`src/rtl/trl_pkg.sv`:
```
// Shared types, constants and command codes for the rate limiter.
`timescale 1ns / 1ps
package trl_pkg;

    localparam int VALUE_WIDTH_DEF = 32;
    localparam int FRAC_BITS_DEF   = 16;
    localparam int LIMIT_WIDTH     = 31;
    localparam int KIND_WIDTH      = 2;
    localparam int APB_ADDR_WIDTH  = 3;
    localparam int APB_DATA_WIDTH  = 32;

    typedef enum logic [KIND_WIDTH-1:0] {
        KIND_LIMIT = 2'd0,
        KIND_SEED  = 2'd1,
        KIND_CLEAR = 2'd2,
        KIND_NOP   = 2'd3
    } kind_t;

    localparam logic [APB_ADDR_WIDTH-1:0] ADDR_SLEW  = 3'd0;
    localparam logic [APB_ADDR_WIDTH-1:0] ADDR_ACCEL = 3'd4;

    typedef enum logic [3:0] {
        ST_IDLE,
        ST_ERR,
        ST_PROD,
        ST_SQRT,
        ST_DIV,
        ST_VLIM,
        ST_MOVE,
        ST_MOVE2,
        ST_DONE
    } state_t;

    // Shared unit operation selects
    typedef enum logic [1:0] {
        OP_NONE,
        OP_SQRT,
        OP_DIV
    } op_t;

    typedef struct packed {
        logic start;
        op_t  op;
    } unit_ctl_t;

    typedef struct packed {
        logic busy;
        logic done;
    } unit_sts_t;

endpackage

```
`src/rtl/trl_iter_unit.sv`:
```
// Shared restoring unit: bit-serial square root and long division, one bit per cycle.
`timescale 1ns / 1ps
module trl_iter_unit #(
    parameter int W = 128,
    parameter int QW = 64
) (
    input  logic                 clk,
    input  logic                 rst_n,
    input  trl_pkg::unit_ctl_t   ctl,
    input  logic [W-1:0]         num,
    input  logic [QW-1:0]        den,
    output trl_pkg::unit_sts_t   sts,
    output logic [QW-1:0]        result
);
    import trl_pkg::*;

    localparam int CW = $clog2(QW + 1);

    logic [CW-1:0]  cnt_reg, cnt_next;
    logic           busy_reg, busy_next;
    logic           done_reg, done_next;
    op_t            op_reg, op_next;
    logic [W-1:0]   n_reg, n_next;
    logic [QW+1:0]  rem_reg, rem_next;
    logic [QW-1:0]  q_reg, q_next;
    logic [QW-1:0]  d_reg, d_next;
    logic [QW+1:0]  trial;
    logic [QW+1:0]  shifted;

    // Sequence the shared subtract: two numerator bits per step for root, one for divide
    always_comb
    begin
        cnt_next  = cnt_reg;
        busy_next = busy_reg;
        done_next = 1'b0;
        op_next   = op_reg;
        n_next    = n_reg;
        rem_next  = rem_reg;
        q_next    = q_reg;
        d_next    = d_reg;
        shifted   = '0;
        trial     = '0;
        if (ctl.start)
        begin
            busy_next = 1'b1;
            op_next   = ctl.op;
            n_next    = num;
            d_next    = den;
            rem_next  = '0;
            q_next    = '0;
            cnt_next  = CW'(QW);
        end
        else if (busy_reg)
        begin
            if (op_reg == OP_SQRT)
            begin
                shifted = {rem_reg[QW-1:0], n_reg[W-1 -: 2]};
                n_next  = {n_reg[W-3:0], 2'b00};
                trial   = {q_reg, 2'b01};
            end
            else
            begin
                shifted = {rem_reg[QW:0], n_reg[QW-1]};
                n_next  = {n_reg[W-2:0], 1'b0};
                trial   = {2'b00, d_reg};
            end
            if (shifted >= trial)
            begin
                rem_next = shifted - trial;
                q_next   = {q_reg[QW-2:0], 1'b1};
            end
            else
            begin
                rem_next = shifted;
                q_next   = {q_reg[QW-2:0], 1'b0};
            end
            cnt_next = cnt_reg - 1'b1;
            if (cnt_reg == CW'(1))
            begin
                busy_next = 1'b0;
                done_next = 1'b1;
            end
        end
    end

    // Hold the iteration registers
    always_ff @(posedge clk or negedge rst_n)
    begin
        if (!rst_n)
        begin
            cnt_reg  <= '0;
            busy_reg <= 1'b0;
            done_reg <= 1'b0;
            op_reg   <= OP_NONE;
        end
        else
        begin
            cnt_reg  <= cnt_next;
            busy_reg <= busy_next;
            done_reg <= done_next;
            op_reg   <= op_next;
        end
    end

    always_ff @(posedge clk)
    begin
        n_reg   <= n_next;
        rem_reg <= rem_next;
        q_reg   <= q_next;
        d_reg   <= d_next;
    end

    assign sts.busy = busy_reg;
    assign sts.done = done_reg;
    assign result   = q_reg;

endmodule

```
`config.mk`:
```
export PLATFORM = sky130hd
export DESIGN_NAME = trl_iter_unit
export DESIGN_NICKNAME = d
export VERILOG_FILES = /design/src/rtl/trl_pkg.sv /design/src/rtl/trl_iter_unit.sv
export SDC_FILE = /design/constraint.sdc
export NUM_CORES = 1
export LEC_CHECK = 0
export ABC_AREA = 1
export BUFFER_PORTS_ARGS = -buffer_cell sky130_fd_sc_hd__clkbuf_2
export CORE_MARGIN = 3
export CORE_UTILIZATION = 45
export CTS_BUF_LIST = sky130_fd_sc_hd__clkbuf_16
export CTS_CLUSTER_DIAMETER = 200
export DETAILED_ROUTE_END_ITERATION = 6
export MAX_ROUTING_LAYER = met4
export PLACE_DENSITY = 0.64
export SYNTH_ARGS = -nofsm -noshare
export SYNTH_HDL_FRONTEND = slang
export SYNTH_SLANG_ARGS = --single-unit
```
`constraint.sdc`:
```
create_clock -name clk -period 5 [get_ports clk]
set_input_delay 0.25 -clock clk [delete_from_list [all_inputs] [get_ports clk]]
set_output_delay 0.25 -clock clk [all_outputs]
set_load 0.02 [all_outputs]
```
# --- Word-level counts from Yosys, hierarchy flattened ---
# Index checks and enable logic that the tools add are counted.
totals:
  register_bits: 332
  in_bits: 197
  wordCells: 33
  out_inout_bits: 66
op_classes:
  muxes: 19
  magnitude_cmp: 1
  add_sub_neg: 2
  n_eq_ne: 2
  n_reduce_logical: 1
ops:
  columns: ["cell", "count"]
  rows:
  - ["2-to-1 mux 66 bit", 6]
  - ["2-to-1 mux 128 bit", 3]
  - [">= comparator 66 bit", 1]
  - ["2-to-1 mux 65 bit", 1]
  - ["subtractor 65 bit", 1]
  - ["2-to-1 mux 7 bit", 2]
  - ["equality test 7 x 1 -> 1 bit (second input constant)", 1]
  - ["2-to-1 mux 1 bit", 7]
  - ["subtractor 7 x 1 -> 7 bit (second input constant)", 1]
  - ["equality test 2 x 1 -> 1 bit (second input constant)", 1]
  - ["nonzero test 2 bit", 1]

# --- Logic depth before layout (Yosys ltp) ---
# Gate-level depths: netlist of run 1.
logic_depth:
  depth_word: 6
  mapped_depth: 24
  ltp_nobuf: 23

# --- Least setup slack after synthesis of run 1 ---
# No wires, ideal clock.
synth_timing:
  path_type: "in2reg"
  start: "input ctl[2] (netlist bit)"
  end: "register n_reg[0], enable pin"
  path_buffers: 2
  setup_time_ns: 0.543
  slack_ns: 0.208
  cell_stages: 4
  required_ns: 4.457
  t_arrival_ns: 4.249
  cell_sequence: "buf_2 nor2_1 inv_1 clkbuf_1"
synth_between:
  elab_chain_len: 1
synth_lines:
  columns: ["item", "line_no", "text"]
  rows:
  - ["start, declared", "trl_iter_unit.sv:9", "input trl_pkg::unit_ctl_t ctl,"]
  - ["nonzero test 2 bit (no source line)", null, null]
  - ["end signal, assigned", "trl_iter_unit.sv:107", "n_reg <= n_next;"]
  - ["end, declared", "trl_iter_unit.sv:23", "logic [W-1:0] n_reg, n_next;"]
# No other way between the ends.
# A chain may end at the register's enable or synchronous reset.

# --- Final worst setup path of run 1 ---
layout_timing:
  start: "register op_reg[1]"
  end: "register rem_reg[2]"
layout_between:
  elab_chain_len: 6
  elab_cells_between_ends: 10
  classes_between: "add/sub: 1; order compare: 1; eq/ne: 1; mux: 7"
layout_lines:
  columns: ["item", "line_no", "text"]
  rows:
  - ["start, declared", "trl_iter_unit.sv:22", "op_t op_reg, op_next;"]
  - ["start signal, assigned", "trl_iter_unit.sv:101", "op_reg <= op_next;"]
  - ["equality test 2 x 1 -> 1 bit *", "trl_iter_unit.sv:55", "if (op_reg == OP_SQRT)"]
  - ["2-to-1 mux 66 bit", "trl_iter_unit.sv:55", null]
  - ["2-to-1 mux 66 bit", "trl_iter_unit.sv:53", "else if (busy_reg)"]
  - ["2-to-1 mux 66 bit", "trl_iter_unit.sv:43", "if (ctl.start)"]
  - ["subtractor 65 bit / >= comparator 66 bit (equally long branches)", "trl_iter_unit.sv:69, trl_iter_unit.sv:67", null]
  - ["2-to-1 mux 65 bit *", "trl_iter_unit.sv:67", "if (shifted >= trial)"]
  - ["end signal, assigned", "trl_iter_unit.sv:108", "rem_reg <= rem_next;"]
  - ["end, declared", "trl_iter_unit.sv:24", "logic [QW+1:0] rem_reg, rem_next;"]
# Mark *: on every way between the ends. The rest lies on a longest branch, timed or not. The select of a mux whose other input is x is not followed.

==> summary.md, run 1 <==
| Metric | Value |
|---|---|
| Tot GR Track Use | 25.8% |
| Count of final setup violators | 0 |
| Final period utilization | 84.0% |
| Drt wl/cell | 16.0 um |
| Switching share of power | 42.3% |
| Row count | 78 |
| Port-buffer cells | 262 |
| Fill count | 4541 |
| Syn nets | 3287 |
| Via count | 19900 |
| Max Cap Violations | 0 |
| Final net count | 3552 |
| Share of cells above drive strength 1 | 12.1% |
| Data required, critical path | 5.49 ns |
| Final WS setup | 0.799 ns |
| Fin crit period | 4.20 ns |
| Flop pwr share | 32.9% |
| Core area | 0.0455 mm^2 |
| Syn-to-layout area delta | 17.0% |
| Worst-path fanout max | 187 |
| Leakage | 0.0121 uW |
| Max Slew Vio Count | 0 |
| Reg clk slew, reported paths | 0.06 ns |
| Synth Cell Area | 0.0208 mm^2 |
| Synth unique cells | 38 |
| Largest net degree at the start of global routing | 188 |
| Worst Hold Depth | 3 |
| YS warnings | 0 |
| IO Count | 263 |
| Die ar. | 0.0488 mm^2 |
| Initial Util | 45.7% |
| H-tree Lvls | 2 |
| Crit path launch type | flop |
| Commonest non-fill, non-tap cells in the layout | 1241 x nand2_1, 407 x inv_1, 261 x clkbuf_2 |
| Crit path kind | flop to flop |
| Part of the Yosys area used for sequential elements | 41.5% |
| Detailed-route wire length | 62600 um |
| Pre-Repair DR Iteration Count | 6 |
| Initial antenna violation count | 0 |
| Switch Pwr | 4580 uW |
| Worst-Margin Slew | 1.09 ns |
| Seq cells post-synth | 332 |
| First-pass GRT wire length | 100000 um |
| EDFF count, synth | 192 |
| Max FFs per register | 128 |
| Logic pwr share | 43.4% |
| Max-slew headroom | 27.2% |
| CP endpoint kind | flop |
| Internal Power | 6260 uW |
| GP Congestion | 0.997 |
| Clk Latency, worst-skew pair | 0.57 ns |
| Antenna diodes | 0 |
| Clock Sinks | 332 |
| Setup WS pre-CTS | 0.873 ns |
| Vias in the first global route | 18800 |
| Post-CTS Setup Inserts | 0 |
| Hold WC Path Type | primary input to flop |
| Power per cell area | 446 mW/mm^2 |
| Syn avg cell area | 6.87 um^2 |
| Status | completed |
| 1st-iter DRT viols | 1784 |
| Main synth FF type | edfxtp_1 |
| Post-route ant nets | 0 |
| Ys async rst share | 3.31% |
| Data arrival, critical path | 4.69 ns |
| Fin. Hold Viols | 0 |
| VDD IR-drop max | 0.000260 V |
| Commonest non-fill, non-tap cell in the layout | nand2_1 |
| DRC | 0 |
| Final setup TNS | 0 ns |
| Die Width | 221 um |
| CTS buffer count | 38 |
| Worst R2R Path Depth | 17 |
| Highest clock rate | 0.238 GHz |
| Unrepaired setup endpoints after global routing | false |
| Clock power share | 23.7% |
| CTS root buffer | clkbuf_16 |
| Clk_skew | 0.0331 ns |
| CTS tree | done |
| Post-cts resize count | 0 |
| Die height | 221 um |
| Gate Count Post-Synth | 3021 |
| Hpwl dp | 46000 um |
| Avg Vias per Cell | 5.08 |
| Worst-case clock buffer depth | 3 |
| Global route overflow | 0 |
[final cells by class]
| cell class | instances | area [um^2] | share of cell area (%) |
|---|---|---|---|
| Clock buffer | 39 | 976 | 4.02 |
| Timing Repair Buffer | 345 | 2130 | 8.79 |
| Sequential cell | 332 | 8620 | 35.5 |
| Tap cell | 600 | 751 | 3.09 |
| Multi-Input combinational cell | 2161 | 10100 | 41.6 |
| Inverter | 408 | 1550 | 6.37 |
| Clock inverter | 29 | 150 | 0.618 |
[critical path, cell delays in order (launching register included)]
cell,delay (ns)
dfrtp_1,0.41
nor2_4,0.20
buf_12,0.39
o21ai_0,0.27
ha_1,0.41
nand2_2,0.13
inv_2,0.04
nand2_1,0.05
nand2_1,0.06
a21oi_1,0.23
nand2_1,0.11
nand2_1,0.08
nand2_2,0.08
nor2_8,0.20
nand2_8,0.20
nor2_8,0.56
nand2_1,0.17
nand3_2,0.11
[metal layers]
layer	vias up	wire [um]	GRT usage, %
met1	9124	28700	34.4
met4	0	1900	8.00
li1	10100	-	-
met3	101	3140	3.00
met5	-	0	-
met2	524	28800	41.6
[kinds of logic (layout without fill, tap and decap cells)]
logic type | Yosys count | in the layout | share of synthesized area (%)
AND/OR/NAND/NOR | 1690 | 1690 | 32.8
AO/OA/AOI/OAI | 369 | 369 | 10.2
buffers and inverters | 528 | 821 | 9.88
adder cells (fa/ha/maj) | 69 | 69 | 4.19
flip-flops | 332 | 332 | 41.5
XOR/XNOR | 33 | 33 | 1.39
[what timing repair did]
item	4_1_cts	5_1_grt
hold endpoints to repair	79	0
endpoints found under the setup margin	0	0
hold buffers	69	0
[through the flow]
stage               utilization, %  total power [uW]  area [um^2]  hold WS (ns)  cells
global route                  53.4             11700        24300        0.0302   3914
detailed placement            49.4              8220        22500         0.156   3777
finish                        53.4             10800        24300        0.0372   3914
floorplan                        -              6970        20800       -0.0456   3021
CTS                           53.4             10900        24300        0.0145   3914
global placement              49.4              8190        22500         0.152   3777
[power by group through the flow]
stage / sequential (uW) / combinational (uW) / clock (uW)
floorplan: 3560 / 3400 / 0
global placement: 3600 / 4580 / 0
detailed placement: 3610 / 4610 / 0
CTS: 3560 / 4690 / 2630
global route: 3610 / 5310 / 2740
finish: 3560 / 4710 / 2570
[worst paths after layout]
path | endpoint | from | slack [ns]
max | rem_reg[2] | op_reg[1] | 0.80
min | n_reg[98] | num[98] | 0.04
max reg2reg | rem_reg[2] | op_reg[1] | 0.80
min reg2reg | rem_reg[49] | rem_reg[49] | 0.46
max in group asynchronous | cnt_reg[4] | rst_n | 4.61
min in group asynchronous | cnt_reg[2] | rst_n | 0.15
[synth_stat cells, types with 32 or more instances]
library cell | count | share of area [%]
nor2_1 | 231 | 4.2
xor2_1 | 33 | 1.4
ha_1 | 68 | 4.1
nand3_1 | 126 | 3.0
o21ai_0 | 110 | 2.7
inv_1 | 398 | 7.2
nand2_2 | 32 | 0.96
dfxtp_1 | 129 | 12
nand2_1 | 1241 | 22
edfxtp_1 | 192 | 28
clkbuf_1 | 95 | 1.7
a21oi_1 | 61 | 1.5
o22ai_1 | 63 | 1.9
a31oi_1 | 126 | 3.8
Note: power is estimated with default switching activity, not from simulation.
==> run 2, diff against run 1 <==
--- a/config.mk
+++ b/config.mk
@@ -13,7 +13,7 @@
 export CTS_CLUSTER_DIAMETER = 200
 export DETAILED_ROUTE_END_ITERATION = 6
 export MAX_ROUTING_LAYER = met4
-export PLACE_DENSITY = 0.64
+export PLACE_DENSITY = 0.62
 export SYNTH_ARGS = -nofsm -noshare
 export SYNTH_HDL_FRONTEND = slang
 export SYNTH_SLANG_ARGS = --single-unit
==> constraint.sdc (replaced) <==
create_clock -name clk -period 4 [get_ports clk]
set_input_delay 0.2 -clock clk [delete_from_list [all_inputs] [get_ports clk]]
set_output_delay 0.2 -clock clk [all_outputs]
set_load 0.02 [all_outputs]
==> summary.md, run 2 (same netlist as run 1, synthesis figures left out) <==
| Metric | Value |
|---|---|
| Status | completed |
| Fin cells | 3975 (+1.6%) |
| Max Cap Violations | 0 (unchanged) |
| Row count | 78 (unchanged) |
| Antenna diodes | 0 (unchanged) |
| Post-CTS Setup Inserts | 0 (unchanged) |
| CP endpoint kind | flop |
| Data arrival, critical path | 4.25 ns (-0.44 ns) |
| Die Width | 221 um (unchanged) |
| 1st-iter DRT viols | 1705 (-4.4%) |
| CP bufs+invs | 3 (+1) |
| H-tree Lvls | 2 (unchanged) |
| Clock Sinks | 332 (unchanged) |
| Tot GR Track Use | 26.6% (+0.71 points) |
| Worst-Margin Slew | 1.28 ns (+0.187 ns) |
| Crit path to | rem_reg[33] |
| Clk_skew | 0.0291 ns (-0.00401 ns) |
| Max-slew headroom | 14.7% (-12 points) |
| Internal reg-to-reg setup slack | 0.26 ns (-0.54 ns) |
| Crit path launch type | flop |
| Fin crit period | 3.74 ns (-0.462 ns) |
| Share of cells above drive strength 1 | 12.3% (+0.20 points) |
| Initial antenna violation count | 0 (unchanged) |
| Power per cell area | 563 mW/mm^2 (+26%) |
| Syn-to-layout area delta | 20.6% |
| Fin. Hold Viols | 0 (unchanged) |
| Final WS setup | 0.261 ns (-0.538 ns) |
| Worst-path fanout max | 32 (-83%) |
| Worst path max stage delay | 0.52 ns (-0.04 ns) |
| Count of final setup violators | 0 (unchanged) |
| Area post-placement | 0.0226 mm^2 (+0.43%) |
| CTS tree | done |
| First-pass GRT wire length | 103000 um (+2.6%) |
| Final setup TNS | 0 ns (unchanged) |
| Hold WC Path Type | primary input to flop |
| Avg Vias per Cell | 5.05 (-0.61%) |
| DRC | 0 (unchanged) |
| Max Slew Vio Count | 0 (unchanged) |
| Initial Util | 45.7% (unchanged) |
| Worst-case clock buffer depth | 3 (unchanged) |
| Die ar. | 0.0488 mm^2 (unchanged) |
| Detailed-route wire length | 65100 um (+4.0%) |
| Crit-path most repeated cell | nand2_1 |
| WP depth | 18 (+1) |
| Worst Hold Depth | 3 (unchanged) |
| Hpwl dp | 47600 um (+3.5%) |
| Via count | 20100 (+0.94%) |
| Final period utilization | 93.5% (+9.5 points) |
| IO Count | 263 (unchanged) |
| Max FFs per register | 128 (unchanged) |
| Reg2Reg Capture Point | rem_reg[33] |
| Vias in the first global route | 19200 (+2.3%) |
| Crit path kind | flop to flop |
| Reg clk slew, reported paths | 0.06 ns (about the same) |
| Commonest non-fill, non-tap cells in the layout | 1241 x nand2_1, 407 x inv_1, 261 x clkbuf_2 |
| CP top delay family | simple AND/OR/NAND/NOR gates |
| Post-Place Cells | 3786 (+0.24%) |
| Port-buffer cells | 262 (unchanged) |
| Drt wl/cell | 16.4 um (+2.4%) |
| Final net count | 3614 (+1.7%) |
| Largest net degree at the start of global routing | 219 (+16%) |
| FF-to-FF Start | op_reg[1] |
| Global route overflow | 0 (unchanged) |
| Highest clock rate | 0.267 GHz (+12%) |
| Core area | 0.0455 mm^2 (unchanged) |
| GP Congestion | 0.990 (-0.72%) |
| Leakage | 0.0125 uW (+2.7%) |
| Slowest cell on crit path | nor2_4 |
| Die height | 221 um (unchanged) |
| Commonest non-fill, non-tap cell in the layout | nand2_1 |
| Clk Latency, worst-skew pair | 0.57 ns (about the same) |
| Setup WS pre-CTS | 0.0595 ns (-0.814 ns) |
| Unrepaired setup endpoints after global routing | false |
| CP cell instances | nor2_4, inv_6, o21ai_1, inv_1, ha_1, nand2_2, inv_2, nand2_1, nand2_1, a21oi_1, nand2_1, nand2_1, nand2_2, nor2_8, nand2_8, nor2_4, nand2_1, nand3_2 |
| Critical Path Start | op_reg[1] |
| Data required, critical path | 4.51 ns (-0.98 ns) |
| CTS buffer count | 38 (unchanged) |
| Fin Hold WS | 0.0100 ns (-0.0271 ns) |
| Post-route ant nets | 0 (unchanged) |
| Pre-Repair DR Iteration Count | 5 (-1) |
| CTS root buffer | clkbuf_16 |
| VDD IR-drop max | 0.000384 V (+48%) |
| Worst R2R Path Depth | 18 (+1) |
| Fin area | 0.0250 mm^2 (+3.1%) |
==> run 2: changes by cell type in the layout (fill, tap and decap cells not counted), moves of 3 or more <==
cell	change
dlygate4sd3_1	+51
buf_4	+7
bufinv_16	+5
clkinv_1	-4
inv_6	-3
==> run 2: tightest hold or removal path, stage by stage <==
cell      delay (ns)
clkbuf_2        0.08
nor2_1          0.04
a31oi_1         0.14
==> run 2: report_power, final <==
group / switching, uW / internal (uW) / leakage, uW
Clock: 1430 / 2090 / 0.000652
Sequential: 298 / 4170 / 0.00313
Combinational: 4120 / 1980 / 0.00868
==> run 2: cell type report <==
cell class,count,area (um^2)
Timing Repair Buffer,405,2740
Inverter,408,1550
Fill cell,4484,20400
Clock inverter,28,268
Clock buffer,39,976
Multi-Input combinational cell,2163,10100
Tap cell,600,751
Sequential cell,332,8620
==> run 2: metrics by stage <==
| step | total power, uW | util (%) |
|---|---|---|
| detailed placement | 10400 | 49.6 |
| floorplan | 8710 | - |
| CTS | 14100 | 55.0 |
| global route | 15100 | 55.1 |
| finish | 14100 | 55.1 |
| global placement | 10400 | 49.6 |
==> run 2: repair_timing <==
| item | in CTS | in global routing |
|---|---|---|
| resized for setup | 0 | 2 |
| endpoints found under the hold margin | 130 | 0 |
| hold buffers | 120 | 0 |
| setup endpoints to repair | 0 | 46 |
==> run 2: worst min-delay path by stage <==
stage	end	startpoint	slack (ns)
CTS	n_reg[89]	num[89]	0.0002
finish	n_reg[90]	num[90]	0.01
detailed placement	cnt_reg[5]	rst_n	0.11
global placement	cnt_reg[5]	rst_n	0.1
global route	n_reg[20]	num[20]	0.007
floorplan	busy_reg	rst_n	-0.1
==> run 2: per-layer routing <==
layer / vias up / wire, um / global-route usage, %
li1: 10300 / - / -
met5: - / 0 / -
met3: 91 / 3400 / 3.40
met1: 9155 / 29700 / 35.2
met2: 558 / 30300 / 43.3
met4: 0 / 1720 / 7.08
